==> src/rtl/nalx_pkg.sv <==
// Shared types and constants of the parameter-set group extractor.
package nalx_pkg;

   localparam int unsigned MAX_RESULTS = 5;

   localparam logic [31:0] START_CODE   = 32'h0000_0001;
   localparam logic [2:0]  WINDOW_BYTES = 3'd4;

   localparam logic [4:0] AVC_SPS_TYPE    = 5'd7;
   localparam logic [5:0] HEVC_VPS_TYPE   = 6'd32;
   localparam logic [2:0] AVC_GROUP_NALS  = 3'd3;
   localparam logic [2:0] HEVC_GROUP_NALS = 3'd4;

   localparam logic CODEC_AVC  = 1'b0;
   localparam logic CODEC_HEVC = 1'b1;

   localparam logic STATUS_GROUP    = 1'b0;
   localparam logic STATUS_NO_GROUP = 1'b1;

   localparam logic CFG_CODEC_MODE   = 1'b0;
   localparam logic CFG_START_OFFSET = 1'b1;

   typedef struct packed {
      logic        codec_mode;
      logic [31:0] start_offset;
   } cfg_type;

   // One command per accepted byte: up to five result bytes, oldest first.
   typedef struct packed {
      logic [2:0]                  count;
      logic                        last;
      logic                        status;
      logic [MAX_RESULTS-1:0][7:0] bytes;
   } cmd_type;

endpackage

==> src/rtl/nalx_front.sv <==
// Front end: start-code search, header test and NAL counting per stream byte.
module nalx_front (
   input  logic              clock,
   input  logic              reset,
   input  nalx_pkg::cfg_type cfg,
   input  logic              in_valid,
   output logic              in_ready,
   input  logic [7:0]        in_byte,
   input  logic              in_eod,
   output logic              cmd_valid,
   output nalx_pkg::cmd_type cmd,
   input  logic              cmd_ready
);
   import nalx_pkg::*;

   localparam logic [1:0] PH_SEARCH = 2'd0;
   localparam logic [1:0] PH_EMIT   = 2'd1;
   localparam logic [1:0] PH_DONE   = 2'd2;

   logic [3:0][7:0] window_ff, window_in, pushed;
   logic [2:0]      fill_ff, fill_in, fill_inc;
   logic [31:0]     bytes_seen_ff, bytes_seen_in;
   logic [1:0]      phase_ff, phase_in;
   logic            header_next_ff, header_next_in;
   logic [2:0]      nal_count_ff, nal_count_in;

   logic       accept, skip, hdr_match, have_old, is_start, clear;
   logic [2:0] group_nals;

   assign in_ready  = cmd_ready;
   assign accept    = in_valid && cmd_ready;
   assign cmd_valid = accept && (cmd.count != 3'd0);

   assign pushed     = {window_ff[2:0], in_byte};
   assign fill_inc   = (fill_ff < WINDOW_BYTES) ? fill_ff + 3'd1 : fill_ff;
   assign skip       = bytes_seen_ff < cfg.start_offset;
   assign hdr_match  = (cfg.codec_mode == CODEC_HEVC) ? (in_byte[6:1] == HEVC_VPS_TYPE)
                                                      : (in_byte[4:0] == AVC_SPS_TYPE);
   assign group_nals = (cfg.codec_mode == CODEC_HEVC) ? HEVC_GROUP_NALS : AVC_GROUP_NALS;
   assign have_old   = fill_ff >= WINDOW_BYTES;
   assign is_start   = pushed == START_CODE;

   always_comb begin
      window_in      = window_ff;
      fill_in        = fill_ff;
      bytes_seen_in  = (bytes_seen_ff != '1) ? bytes_seen_ff + 32'd1 : bytes_seen_ff;
      phase_in       = phase_ff;
      header_next_in = header_next_ff;
      nal_count_in   = nal_count_ff;
      clear          = 1'b0;
      cmd            = '0;
      cmd.status     = STATUS_GROUP;

      case (phase_ff)
         PH_SEARCH: begin
            if (!skip && header_next_ff && hdr_match) begin
               cmd.bytes[0]   = START_CODE[31:24];
               cmd.bytes[1]   = START_CODE[23:16];
               cmd.bytes[2]   = START_CODE[15:8];
               cmd.bytes[3]   = START_CODE[7:0];
               cmd.count      = 3'd4;
               header_next_in = 1'b0;
               if (in_eod) begin
                  cmd.bytes[4] = in_byte;
                  cmd.count    = 3'd5;
                  cmd.last     = 1'b1;
                  clear        = 1'b1;
               end else begin
                  phase_in     = PH_EMIT;
                  window_in    = {24'd0, in_byte};
                  fill_in      = 3'd1;
                  nal_count_in = 3'd1;
               end
            end else begin
               if (!skip) begin
                  window_in      = pushed;
                  fill_in        = fill_inc;
                  header_next_in = (fill_inc == WINDOW_BYTES) && is_start;
               end
               if (in_eod) begin
                  cmd.count  = 3'd1;
                  cmd.last   = 1'b1;
                  cmd.status = STATUS_NO_GROUP;
                  clear      = 1'b1;
               end
            end
         end
         PH_EMIT: begin
            window_in = pushed;
            fill_in   = fill_inc;
            if (have_old && is_start && (nal_count_ff >= group_nals)) begin
               // The next NAL's start code closes the group and is dropped.
               cmd.bytes[0] = window_ff[3];
               cmd.count    = 3'd1;
               cmd.last     = 1'b1;
               phase_in     = PH_DONE;
               clear        = in_eod;
            end else begin
               if (have_old && is_start) begin
                  nal_count_in = nal_count_ff + 3'd1;
               end
               cmd.bytes[0] = window_ff[3];
               cmd.count    = {2'd0, have_old};
               if (in_eod) begin
                  // End of data mid-group: flush the window, oldest byte first.
                  for (int i = 0; i < 4; i++) begin
                     if (i < int'(fill_inc)) begin
                        cmd.bytes[3'(i) + {2'd0, have_old}] = pushed[2'(fill_inc - 3'd1 - 3'(i))];
                     end
                  end
                  cmd.count = {2'd0, have_old} + fill_inc;
                  cmd.last  = 1'b1;
                  clear     = 1'b1;
               end
            end
         end
         PH_DONE: begin
            clear = in_eod;
         end
         default: begin
            phase_in = PH_SEARCH;
         end
      endcase

      if (clear) begin
         window_in      = '0;
         fill_in        = 3'd0;
         bytes_seen_in  = 32'd0;
         phase_in       = PH_SEARCH;
         header_next_in = 1'b0;
         nal_count_in   = 3'd0;
      end
   end

   always_ff @(posedge clock) begin
      if (reset) begin
         window_ff      <= '0;
         fill_ff        <= 3'd0;
         bytes_seen_ff  <= 32'd0;
         phase_ff       <= PH_SEARCH;
         header_next_ff <= 1'b0;
         nal_count_ff   <= 3'd0;
      end else if (accept) begin
         window_ff      <= window_in;
         fill_ff        <= fill_in;
         bytes_seen_ff  <= bytes_seen_in;
         phase_ff       <= phase_in;
         header_next_ff <= header_next_in;
         nal_count_ff   <= nal_count_in;
      end
   end

   // A byte that ends the stream leaves the front in its reset state.
   a_eod_clears: assert property (@(posedge clock) disable iff (reset)
      (accept && in_eod) |=> (phase_ff == PH_SEARCH && bytes_seen_ff == 32'd0
                              && fill_ff == 3'd0 && !header_next_ff))
      else $error("stream state not cleared after end of data");

endmodule

==> src/rtl/nalx_cmd_fifo.sv <==
// Short command queue between the front end and the result sequencer.
module nalx_cmd_fifo #(
   parameter int unsigned DEPTH = 4
) (
   input  logic              clock,
   input  logic              reset,
   input  logic              push_valid,
   output logic              push_ready,
   input  nalx_pkg::cmd_type push_data,
   output logic              pop_valid,
   input  logic              pop_ready,
   output nalx_pkg::cmd_type pop_data
);
   import nalx_pkg::*;

   localparam int unsigned PTR_W = (DEPTH > 1) ? $clog2(DEPTH) : 1;
   localparam int unsigned CNT_W = $clog2(DEPTH + 1);
   localparam logic [PTR_W-1:0] LAST_PTR = PTR_W'(DEPTH - 1);
   localparam logic [CNT_W-1:0] FULL_CNT = CNT_W'(DEPTH);

   cmd_type [DEPTH-1:0] slots_ff;
   logic [PTR_W-1:0]    wr_ptr_ff, rd_ptr_ff;
   logic [CNT_W-1:0]    count_ff;
   logic                do_push, do_pop;

   assign push_ready = count_ff != FULL_CNT;
   assign pop_valid  = count_ff != '0;
   assign pop_data   = slots_ff[rd_ptr_ff];
   assign do_push    = push_valid && push_ready;
   assign do_pop     = pop_valid && pop_ready;

   always_ff @(posedge clock) begin
      if (do_push) begin
         slots_ff[wr_ptr_ff] <= push_data;
      end
   end

   always_ff @(posedge clock) begin
      if (reset) begin
         wr_ptr_ff <= '0;
         rd_ptr_ff <= '0;
         count_ff  <= '0;
      end else begin
         if (do_push) begin
            wr_ptr_ff <= (wr_ptr_ff == LAST_PTR) ? '0 : wr_ptr_ff + PTR_W'(1);
         end
         if (do_pop) begin
            rd_ptr_ff <= (rd_ptr_ff == LAST_PTR) ? '0 : rd_ptr_ff + PTR_W'(1);
         end
         if (do_push && !do_pop) begin
            count_ff <= count_ff + CNT_W'(1);
         end else if (do_pop && !do_push) begin
            count_ff <= count_ff - CNT_W'(1);
         end
      end
   end

   a_count_bound: assert property (@(posedge clock) disable iff (reset)
      count_ff <= FULL_CNT)
      else $error("command queue count beyond depth");

endmodule

==> src/rtl/nalx_back.sv <==
// Result sequencer: plays out the bytes of each queued command, one per cycle while rsp_ready is high.
module nalx_back (
   input  logic              clock,
   input  logic              reset,
   input  logic              cmd_valid,
   output logic              cmd_ready,
   input  nalx_pkg::cmd_type cmd,
   output logic              rsp_valid,
   input  logic              rsp_ready,
   output logic [7:0]        rsp_byte,
   output logic              rsp_last,
   output logic              rsp_status
);
   import nalx_pkg::*;

   cmd_type    cur_ff;
   logic [2:0] idx_ff;
   logic       busy_ff;
   logic       final_beat, load;

   assign final_beat = idx_ff == (cur_ff.count - 3'd1);
   assign cmd_ready  = !busy_ff || (rsp_ready && final_beat);
   assign load       = cmd_valid && cmd_ready;

   assign rsp_valid  = busy_ff;
   assign rsp_byte   = cur_ff.bytes[idx_ff];
   assign rsp_last   = cur_ff.last && final_beat;
   assign rsp_status = cur_ff.status;

   always_ff @(posedge clock) begin
      if (load) begin
         cur_ff <= cmd;
      end
   end

   always_ff @(posedge clock) begin
      if (reset) begin
         busy_ff <= 1'b0;
         idx_ff  <= 3'd0;
      end else if (load) begin
         busy_ff <= 1'b1;
         idx_ff  <= 3'd0;
      end else if (busy_ff && rsp_ready) begin
         if (final_beat) begin
            busy_ff <= 1'b0;
         end else begin
            idx_ff <= idx_ff + 3'd1;
         end
      end
   end

   a_idx_in_range: assert property (@(posedge clock) disable iff (reset)
      busy_ff |-> (cur_ff.count != 3'd0 && idx_ff < cur_ff.count))
      else $error("result index outside current command");

endmodule

==> src/rtl/nal_parameter_set_group_extractor.sv <==
// Top level of the parameter-set group extractor for byte streams with start codes.
//
// The block takes a coded video byte stream, one byte per item on req_, skips
// start_offset leading bytes, then hunts for 00 00 00 01 start codes and tests
// the NAL header after each. On the first SPS (codec_mode 0) or VPS
// (codec_mode 1) it sends that NAL and the following two (or three) NALs,
// start codes included, on rsp_, with tlast on the final byte, and then stays
// silent until the byte marked with req_tlast ends the stream. A stream that
// ends mid-group flushes every pending byte; a stream with no group gives a
// single item with tuser set and data zero. The front end takes one byte per
// clock while the command queue has room and turns it into a command of zero
// to five result bytes; a small command queue (CMD_FIFO_DEPTH entries) feeds
// the back end, which sends one result per clock while rsp_tready is high.
// Sustained rate is then one byte per cycle: in the body of a group each byte
// gives one result, so input and output run in lockstep. The start of a group
// gives four results for one byte and an end of data inside a group up to five;
// the queue absorbs them and req_tready drops only while it is full. An
// accepted byte's command is registered in the queue and then in the back end
// before its first result goes out. There is no clearing pass after reset.
// Configuration writes are meant for idle periods between streams.
module nal_parameter_set_group_extractor #(
   parameter int unsigned CMD_FIFO_DEPTH = 4
) (
   input  logic        clock,
   input  logic        reset,
   // Stream bytes in.
   input  logic        req_tvalid,
   output logic        req_tready,
   input  logic [7:0]  req_tdata,   // [7:0] in_byte
   input  logic        req_tlast,   // end_of_data
   // Group bytes out.
   output logic        rsp_tvalid,
   input  logic        rsp_tready,
   output logic [7:0]  rsp_tdata,   // [7:0] out_byte
   output logic        rsp_tlast,   // group_last
   output logic        rsp_tuser,   // [0] status
   // Register writes.
   input  logic        csr_we,
   input  logic        csr_index,
   input  logic [31:0] csr_wdata
);
   import nalx_pkg::*;

   cfg_type cfg_ff;
   cmd_type front_cmd, back_cmd;
   logic    front_valid, front_ready, back_valid, back_ready;

   // Register file: codec selection and the number of bytes to skip.
   always_ff @(posedge clock) begin
      if (reset) begin
         cfg_ff.codec_mode   <= CODEC_AVC;
         cfg_ff.start_offset <= 32'd0;
      end else if (csr_we) begin
         case (csr_index)
            CFG_CODEC_MODE:   cfg_ff.codec_mode   <= csr_wdata[0];
            CFG_START_OFFSET: cfg_ff.start_offset <= csr_wdata;
            default: ;
         endcase
      end
   end

   // Front end: window compare, header test and group bookkeeping.
   nalx_front u_front (
      .clock     (clock),
      .reset     (reset),
      .cfg       (cfg_ff),
      .in_valid  (req_tvalid),
      .in_ready  (req_tready),
      .in_byte   (req_tdata),
      .in_eod    (req_tlast),
      .cmd_valid (front_valid),
      .cmd       (front_cmd),
      .cmd_ready (front_ready)
   );

   // Decouples byte intake from result delivery.
   nalx_cmd_fifo #(
      .DEPTH (CMD_FIFO_DEPTH)
   ) u_fifo (
      .clock      (clock),
      .reset      (reset),
      .push_valid (front_valid),
      .push_ready (front_ready),
      .push_data  (front_cmd),
      .pop_valid  (back_valid),
      .pop_ready  (back_ready),
      .pop_data   (back_cmd)
   );

   // Back end: one result item per cycle from the queued commands while rsp_tready is high.
   nalx_back u_back (
      .clock      (clock),
      .reset      (reset),
      .cmd_valid  (back_valid),
      .cmd_ready  (back_ready),
      .cmd        (back_cmd),
      .rsp_valid  (rsp_tvalid),
      .rsp_ready  (rsp_tready),
      .rsp_byte   (rsp_tdata),
      .rsp_last   (rsp_tlast),
      .rsp_status (rsp_tuser)
   );

   // A no-group item is always the only and final item of its stream.
   a_no_group_shape: assert property (@(posedge clock) disable iff (reset)
      (rsp_tvalid && rsp_tuser == STATUS_NO_GROUP) |-> (rsp_tlast && rsp_tdata == 8'd0))
      else $error("no-group item without tlast or with nonzero data");

endmodule
==> config.mk <==
export PLATFORM = sky130hd
export DESIGN_NAME = nal_parameter_set_group_extractor
export DESIGN_NICKNAME = d
export VERILOG_FILES = /design/src/rtl/nalx_pkg.sv /design/src/rtl/nalx_front.sv /design/src/rtl/nalx_cmd_fifo.sv /design/src/rtl/nalx_back.sv /design/src/rtl/nal_parameter_set_group_extractor.sv
export SDC_FILE = /design/constraint.sdc
export NUM_CORES = 1
export LEC_CHECK = 0
export BUFFER_PORTS_ARGS = -buffer_cell sky130_fd_sc_hd__clkbuf_2
export CORE_MARGIN = 5
export CORE_UTILIZATION = 56
export DETAILED_ROUTE_END_ITERATION = 10
export PLACE_DENSITY = 0.86
export SYNTH_ARGS = -nofsm -noshare
export SYNTH_HDL_FRONTEND = slang
export SYNTH_SLANG_ARGS = --single-unit
==> constraint.sdc <==
create_clock -name clock -period 5.21 [get_ports clock]
set_input_delay 0.521 -clock clock [delete_from_list [all_inputs] [get_ports clock]]
set_output_delay 0.521 -clock clock [all_outputs]
set_load 0.005 [all_outputs]
**After elaboration in Yosys (flattened, before gate mapping)**

Index checks and enable logic that the tools add are counted.
Widths: inputs -> output; s select.

- Register bits after elaboration: 342
- Word-level logic and storage cells: 255
- Output and inout bits: 12

- Eq/ne operators: 20
- Bitwise operators: 2
- Reductions and logical operators: 43
- Muxes and demuxes: 93
- $lt $le $gt $ge: 24
- $add $sub $neg: 17

Operators with widths:

| cell | number |
|---|---|
| $mux 40 | 15 |
| $mux 32 | 7 |
| $bwmux 180 | 1 |
| $bwmux 40 | 4 |
| $bmux 45 s2 | 1 |
| $demux 45 s2 | 1 |
| $mux 45 | 2 |
| $mux 8 | 11 |
| $pmux 40 s2 | 1 |
| $demux 8 s3 | 3 |
| $bmux 8 s2 | 4 |
| $pmux 32 s2 | 1 |
| $mux 3 | 13 |
| $add 32x1->32 const B | 1 |
| $eq 32x1->1 const B | 1 |
| $lt 32x32->1 | 1 |
| $ne 32x32->1 const B | 1 |
| $bmux 8 s3 | 1 |
| $logic_and 1x1->1 | 19 |
| $lt 2x3->1 const B | 6 |
| $lt 3x4->1 const B | 4 |
| $mux 2 | 7 |
| $add 3x1->3 const B | 4 |
| $mux 1 | 12 |
| other kinds (46) | 78 |

**Depth between registers and ports, before layout**

Gate-level depths: netlist of run 1.

- Word-level depth: 26
- Gate-level depth with buffers: 14

**Hierarchy**

From an unflattened synthesis of run 1, not the netlist that was laid out.

- Cells, all modules: 1280
- Area total of the unflattened synthesis: 16354.4 sq um

By module, submodules not included:

| module | sequential area each (sq um) | area an instance (sq um) | times used | cells each |
|---|---|---|---|---|
| nalx_cmd_fifo | 5545.3 | 6920.4 | 1 | 281 |
| nalx_front | 1461.4 | 5889.4 | 1 | 735 |
| nalx_back | 1431.4 | 1958.1 | 1 | 113 |
| nal_parameter_set_group_extractor | 660.6 | 1586.5 | 1 | 151 |

**Worst setup path after synthesis of run 1**

No wires, ideal clock.

- Kind: reg2reg
- From: register u_back.cur_ff[42] in the netlist's numbering
- To: register u_fifo.count_ff[2]
- Required time: 5139 ps
- Cell stages (with the launch flop): 14
- Period minus slack after synthesis: 4905 ps
- Arrival: 4834 ps
- Buffers on the path: 0
- Slack: 305 ps
- Cell sequence: edfxtp_1 > inv_1 > ha_1 > xnor2_1 > nor3_1 > nand2_1 > a21oi_1 > inv_1 > ha_1 > inv_1 > fa_1 > xor2_1 > or3_1 > a21oi_1

- Word-level cells in the longest chain between the ends: 8
- Elaborated cells between the ends (all ways): 10
- Classes of those cells: add/sub: 1; eq/ne: 1; mux: 1; reduce/logical: 7

Ends and longest elaborated chain:

| item | line | RTL |
|---|---|---|
| from (decl) | nalx_back.sv:16 | `cmd_type cur_ff;` |
| from (signal assigned) | nalx_back.sv:32 | `cur_ff <= cmd;` |
| $sub 3x1->3 * | nalx_back.sv:21 | `assign final_beat = idx_ff == (cur_ff.count - 3'd1);` |
| $eq 3x3->1 * | nalx_back.sv:21 |  |
| $logic_and 1x1->1 * | nalx_back.sv:22 | `assign cmd_ready = !busy_ff \|\| (rsp_ready && final_beat);` |
| $logic_or 1x1->1 * | nalx_back.sv:22 |  |
| $logic_and 1x1->1 * | n/a |  |
| via u_back.load | nalx_back.sv:19 | `logic final_beat, load;` |
| $logic_not 1->1 | nalx_cmd_fifo.sv:50 | `if (do_push && !do_pop) begin` |
| $logic_and 1x1->1 | nalx_cmd_fifo.sv:50 |  |
| $mux 3 or $reduce_bool 2->1 (tied branches) | n/a |  |
| to (signal assigned) | nalx_cmd_fifo.sv:51 | `count_ff <= count_ff + CNT_W'(1);` |
| to (signal assigned) | nalx_cmd_fifo.sv:53 | `count_ff <= count_ff - CNT_W'(1);` |
| to (decl) | nalx_cmd_fifo.sv:23 | `logic [CNT_W-1:0] count_ff;` |

Mark *: on every way through the listed nets, which the timed path passes. The rest lies on a longest branch.
A chain may end at the register's enable or synchronous reset.

==> results.md, run 1 <==
- CORE AREA: 27000 um2
- CP endpoint kind: flip-flop
- Slowest CP cell: ha_1
- Clock Latency Late Sink: 0.53 ns
- Sw Share: 26.7%
- Cell count after synthesis: 1229
- Internal power: 5.31 mW
- Die area: 30700 um2
- Die width: 175 um
- Psw: 1.93 mW
- Comb power frac: 18.0%
- Initial antenna violation count: 0
- Overflow after GRT: 0
- Power per cell area: 425 nW/um2
- CP Cell Sequence: ha_1 -> ha_1 -> inv_1 -> mux2i_1 -> nand2_1 -> o21ai_0 -> nand4_1 -> o21a_1 -> nor2_1
- Largest net degree at the start of global routing: 66
- Area of the multi-input gates: 5740 um2
- Fillers: 1880
- Dominant cell type by area after synthesis: edfxtp_1
- P&R area growth vs syn: 11.3%
- Worst Path Max Fanout: 34
- Final setup viols: 0
- Residual DRC: 0
- #FFs+latches synth: 342
- First DRT Iteration DRCs: 1124
- Vias: 10.1k
- Tmin final: 3.90 ns
- Syn Area/Cell: 12.4 um2
- Yosys warns: 0
- Hold Fails Final Rpt: 0
- Count of different cell masters after synthesis: 66
- Max-cap violation count: 0
- Vias per cell: 6.13
- Antenna Violating Nets Remaining: 0
- Critical path class: flip-flop to flip-flop
- Drt first pass iters: 5
- Max transition margin: 13.9%
- Worst Hold Class: input port to flip-flop
- Status: complete, no violations
- Unrepaired setup endpoints after global routing: no
- Clock sinks: 342
- Sequential fraction of design power: 47.5%
- CP arrival: 4.21 ns
- Gpl congestion: 0.904
- Total power: 7.25 mW
- Routed Wire Length: 34500 um
- CTS tree: built
- Fin Clk Skew: 0.0226 ns
- Seq/Total Area, Yosys: 59.5%
- CTS max path bufs: 3
- Dominant cell by count in the synthesized netlist: edfxtp_1
- Clk pwr share: 34.4%
- EDFF count, synth: 225
- Initial Utilization: 56.8%
- CTS Buf Count: 36
- Clock slew at reported path FFs: 0.06 ns
- Startpoint types: flip-flop
- Worst path top cell family by delay: adder cells
- Main synth FF type: edfxtp_1
- WP data required: 5.52 ns
- Slowest cell delay on critical path: 0.83 ns
- Vias in the first global route: 9902
- H-tree depth: 2
- Peak VDD IR: 0.226 mV
- ANT cells: 0
- Cts hold-fix bufs: 0
- Cell Area, Synth: 15300 um2
- Post-synthesis async set-or-reset flop share: 0%
- CTS Root Cell: clkbuf_16
- Commonest cells in the netlist: 225 x edfxtp_1, 139 x nand2_1, 117 x dfxtp_1
- Synth top area share: 44.2%
- Synth Net Count: 1326
- First-pass GRT wire length: 54700 um
- Max Fclk: 256 MHz
- Drt wl/cell: 21.0 um
- Setup TNS: 0 ns
- Core Rows: 60
- Measured slew at the worst slew-check pin: 1.29 ns
- Buf/Inv on CP: 1
- Tot GR Track Use: 22.5%
- Synth top area cells: edfxtp_1 44%, dfxtp_1 15%, mux4_2 7.8%
- FF+latch area: 9100 um2
- # port buffers: 58
- Final Net Count: 1375
- Static Leak: 5.92 nW
- Most used cell, CP: ha_1
- Post-CTS setup buffers: 0
- Die H: 175 um
- Final max-slew violation count: 0
- CTS resizes: 0
- Io pins: 59
- Final worst path period share: 74.9%
- DPL Wire Length: 22600 um
- Layout cell share with drive strength beyond 1: 16.9%
[state kept, by name, indices dropped and copies added (netlist names)]
signal / flops
cfg_ff: 33
u_back.cur_ff: 44
u_back.idx_ff: 3
u_back.rsp_status: 1
u_back.rsp_valid: 1
u_fifo.count_ff: 3
u_fifo.rd_ptr_ff: 2
u_fifo.slots_ff: 180
u_fifo.wr_ptr_ff: 2
u_front.bytes_seen_ff: 32
u_front.fill_ff: 3
u_front.header_next_ff: 1
u_front.nal_count_ff: 3
u_front.phase_ff: 2
u_front.pushed: 24
u_front.window_ff: 8
[cells by family after synthesis]
family / share of synthesized area, %
AO/OA/AOI/OAI: 9.00
XOR/XNOR: 2.12
adder cells (fa/ha/maj): 4.14
buffers and inverters: 3.14
flip-flops: 59.5
multiplexers: 11.0
AND/OR/NAND/NOR: 11.1
[final timing paths]
kind / startpoint / endpoint / slack, ns / cells after the start
max: u_front.fill_ff[2]$_SDFFE_PP0P_ / u_fifo.slots_ff[24]$_DFFE_PP_ / 1.31 / 9
min: csr_wdata[10] / cfg_ff[10]$_SDFFE_PP0P_ / 0.21 / 3
max reg2reg: u_front.fill_ff[2]$_SDFFE_PP0P_ / u_fifo.slots_ff[24]$_DFFE_PP_ / 1.31 / 9
min reg2reg: cfg_ff[14]$_SDFFE_PP0P_ / cfg_ff[14]$_SDFFE_PP0P_ / 0.45 / 2
[metrics by stage]
stage,instance area [um2],utilization (%),instances,hold WS (ns),worst slack [ns]
final,17000,63.2,1646,0.206,1.31
after global routing,17000,63.2,1646,0.203,0.897
after CTS,17000,63.2,1646,0.193,1.38
after detailed placement,15900,59.0,1581,0.448,1.38
after global placement,15900,59.0,1581,0.443,1.46
after floorplan,15300,-,1229,0.436,0.305
[tightest hold or removal path: cells and delay by family]
kind / cells / cell delay (ns)
and+or+nand+nor: 1 / 0.04
AOI/OAI and AO/OA: 1 / 0.05
buffers and inverters: 1 / 0.08
[placed cells by master (no fill, tap or decap), types with 19 or more instances in the layout]
cell type  count
edfxtp_1     225
nand2_1      139
dfxtp_1      115
nor2_1        84
a21oi_1       81
inv_1         61
clkbuf_2      58
mux4_2        53
ha_1          49
o21ai_0       45
clkbuf_16     36
nand3_1       31
a22o_1        31
mux2i_1       30
xor2_1        22
nor3_1        19
[metal layers]
metal	global-route usage (%)	wire length, um	vias to the layer above
li1	-	-	4650
met1	30.2	14000	4892
met2	38.2	17000	462
met3	4.18	2650	81
met4	5.86	854	0
met5	0	0	-
[area by class of cell]
class                      count  share of cell area (%)
multi-input combinational    765                    33.7
tap                          341                    2.50
clock buffer                  47                    5.77
sequential                   342                    53.4
inverter                      61                    1.34
clock inverter                18                   0.962
timing repair buffer          72                    2.32
[power groups by stage]
stage | Clock [mW] | Sequential [mW] | Combinational [mW]
after floorplan | 0 | 3.40 | 1.00
after global placement | 0 | 3.48 | 1.24
after detailed placement | 0 | 3.50 | 1.29
after CTS | 2.52 | 3.45 | 1.31
after global routing | 2.65 | 3.48 | 1.42
final | 2.50 | 3.44 | 1.31
Power figures use the tool's default switching activity.
==> run 2: changes to the inputs <==
- CORE_UTILIZATION: 56 -> 60
- PLACE_DENSITY: 0.86 -> 0.88
- clock period: 5.21 -> 3.6 ns (I/O delays scaled with it)
==> results.md, run 2 (same netlist as run 1, synthesis figures left out) <==
- Power per cell area: 622 nW/um2
- Die H: 170 um
- # port buffers: 58
- Io pins: 59
- Fin area: 17300 um2
- Total power: 10.8 mW
- Max reg flops: 180
- Overflow after GRT: 0
- Gpl congestion: 0.881
- Sw Share: 26.7%
- CP arrival: 3.95 ns
- Cts hold-fix bufs: 0
- Die width: 170 um
- Fillers: 1612
- Tmin final: 3.51 ns
- M1 GR Usage: 33.7%
- Vias: 10.4k
- Layout cell share with drive strength beyond 1: 18.3%
- DPL Wire Length: 22800 um
- Status: complete, no violations
- H-tree depth: 2
- Hold Fails Final Rpt: 0
- Initial antenna violation count: 0
- Max-cap violation count: 0
- Die area: 28800 um2
- Drt wl/cell: 22.2 um
- Worst Hold Class: input port to flip-flop
- CTS tree: built
- First-pass GRT wire length: 57100 um
- Cell Area, Placed: 16000 um2
- Sequential fraction of design power: 46.2%
- Final worst path period share: 97.5%
- Largest net degree at the start of global routing: 51
- Final setup viols: 0
- Worst Path Max Fanout: 4
- WP data required: 4.04 ns
- Antenna Violating Nets Remaining: 0
- Peak VDD IR: 0.501 mV
- Initial Utilization: 60.8%
- Biggest regs: u_fifo.slots_ff: 180 flops, u_back.cur_ff: 44 flops, cfg_ff: 33 flops
- Met3 Use GR: 4.57%
- P&R area growth vs syn: 13.0%
- Static Leak: 6.10 nW
- Busiest grt layer: met2
- Routed Wire Length: 36500 um
- Max transition margin: 29.0%
- Hold WS: 0.0657 ns
- Tot GR Track Use: 25.5%
- First DRT Iteration DRCs: 1147
- Commonest non-fill, non-tap cells in the layout: 225 x edfxtp_1, 139 x nand2_1, 112 x dfxtp_1, 83 x nor2_1, 81 x a21oi_1
- Clock Latency Late Sink: 0.53 ns
- Fin Clk Skew: 0.0295 ns
- Internal power: 7.89 mW
- Drt first pass iters: 6
- Psw: 2.87 mW
- Clock slew at reported path FFs: 0.06 ns
- CTS Root Cell: clkbuf_16
- Vias per cell: 6.29
- Startpoint types: flip-flop
- Fin worst setup slack: 0.0890 ns
- Post-Place Setup Slack: 0.0915 ns
- Reg with most FFs: u_fifo.slots_ff
- Clock sinks: 342
- CTS Buf Count: 36
- CTS max path bufs: 3
- ANT cells: 0
- Grt met2 use: 42.9%
- Commonest non-fill, non-tap cell in the layout: edfxtp_1
- Core Rows: 58
- Critical path class: flip-flop to flip-flop
- Finished Core Util: 68.7%
- Final Net Count: 1390
- Residual DRC: 0
- Clk pwr share: 35.0%
- Final max-slew violation count: 0
- Vias in the first global route: 10.2k
- CP endpoint kind: flip-flop
- Measured slew at the worst slew-check pin: 1.07 ns
- Comb power frac: 18.8%
- Max Fclk: 285 MHz
- CORE AREA: 25200 um2
## run 2: changes by cell type in the layout (fill, tap and decap cells not counted), sizes merged
| cell | before | now |
|---|---|---|
| clkbuf | 105 | 102 |
| clkinvlp | 0 | 2 |
| buf | 14 | 29 |
| bufinv | 2 | 5 |
| inv | 64 | 61 |
## run 2: through the flow
step                TNS, ns  cells
floorplan                 0   1229
global placement          0   1584
detailed placement        0   1584
CTS                       0   1648
global route        -0.0258   1649
finish                    0   1649
## run 2: repair_timing
item / CTS / global route
pin swaps: 0 / 3
endpoints found under the setup margin: 1 / 1
gates resized for setup: 2 / 9
setup buffers: 0 / 1
## run 2: final cells by class
class / instances / area, um2 / share of cell area [%]
clock inverter: 20 / 255 / 1.48
multi-input combinational: 765 / 5770 / 33.4
inverter: 61 / 229 / 1.32
tap: 330 / 413 / 2.39
clock buffer: 44 / 941 / 5.44
timing repair buffer: 87 / 571 / 3.30
sequential: 342 / 9100 / 52.7
## run 2: routing by layer
layer	vias up	wire length, um
met4	0	1320
met5	-	0
met3	93	2870
li1	4686	-
met1	5053	14100
met2	540	18200
## run 2: final timing paths
path                                         start                               to  slack, ns  cells past startpoint
min reg2reg                cfg_ff[11]$_SDFFE_PP0P_          cfg_ff[11]$_SDFFE_PP0P_       0.45                      2
max          u_front.bytes_seen_ff[7]$_SDFFE_PP0P_  u_fifo.count_ff[2]$_SDFFE_PP0P_       0.09                     13
min                                  csr_wdata[14]          cfg_ff[14]$_SDFFE_PP0P_       0.07                      3
max reg2reg  u_front.bytes_seen_ff[7]$_SDFFE_PP0P_  u_fifo.count_ff[2]$_SDFFE_PP0P_       0.09                     13
## run 2: power groups by stage
stage	combinational [mW]	sequential (mW)	clock [mW]
final	2.03	4.97	3.76
after global routing	2.20	5.00	4.00
after CTS	2.02	4.97	3.79
after detailed placement	1.95	5.02	0
after global placement	1.86	4.99	0
after floorplan	1.46	4.91	0
## run 2: critical path: stages (launching register included)
cell	delay, ns
dfxtp_1	0.36
ha_1	0.32
nand4_1	0.09
or3_1	0.36
o311a_1	0.41
a211oi_2	0.34
nor2_2	0.09
a31oi_4	0.18
ha_4	0.17
inv_1	0.05
fa_1	0.39
xor2_1	0.19
or3_1	0.31
a21oi_1	0.16
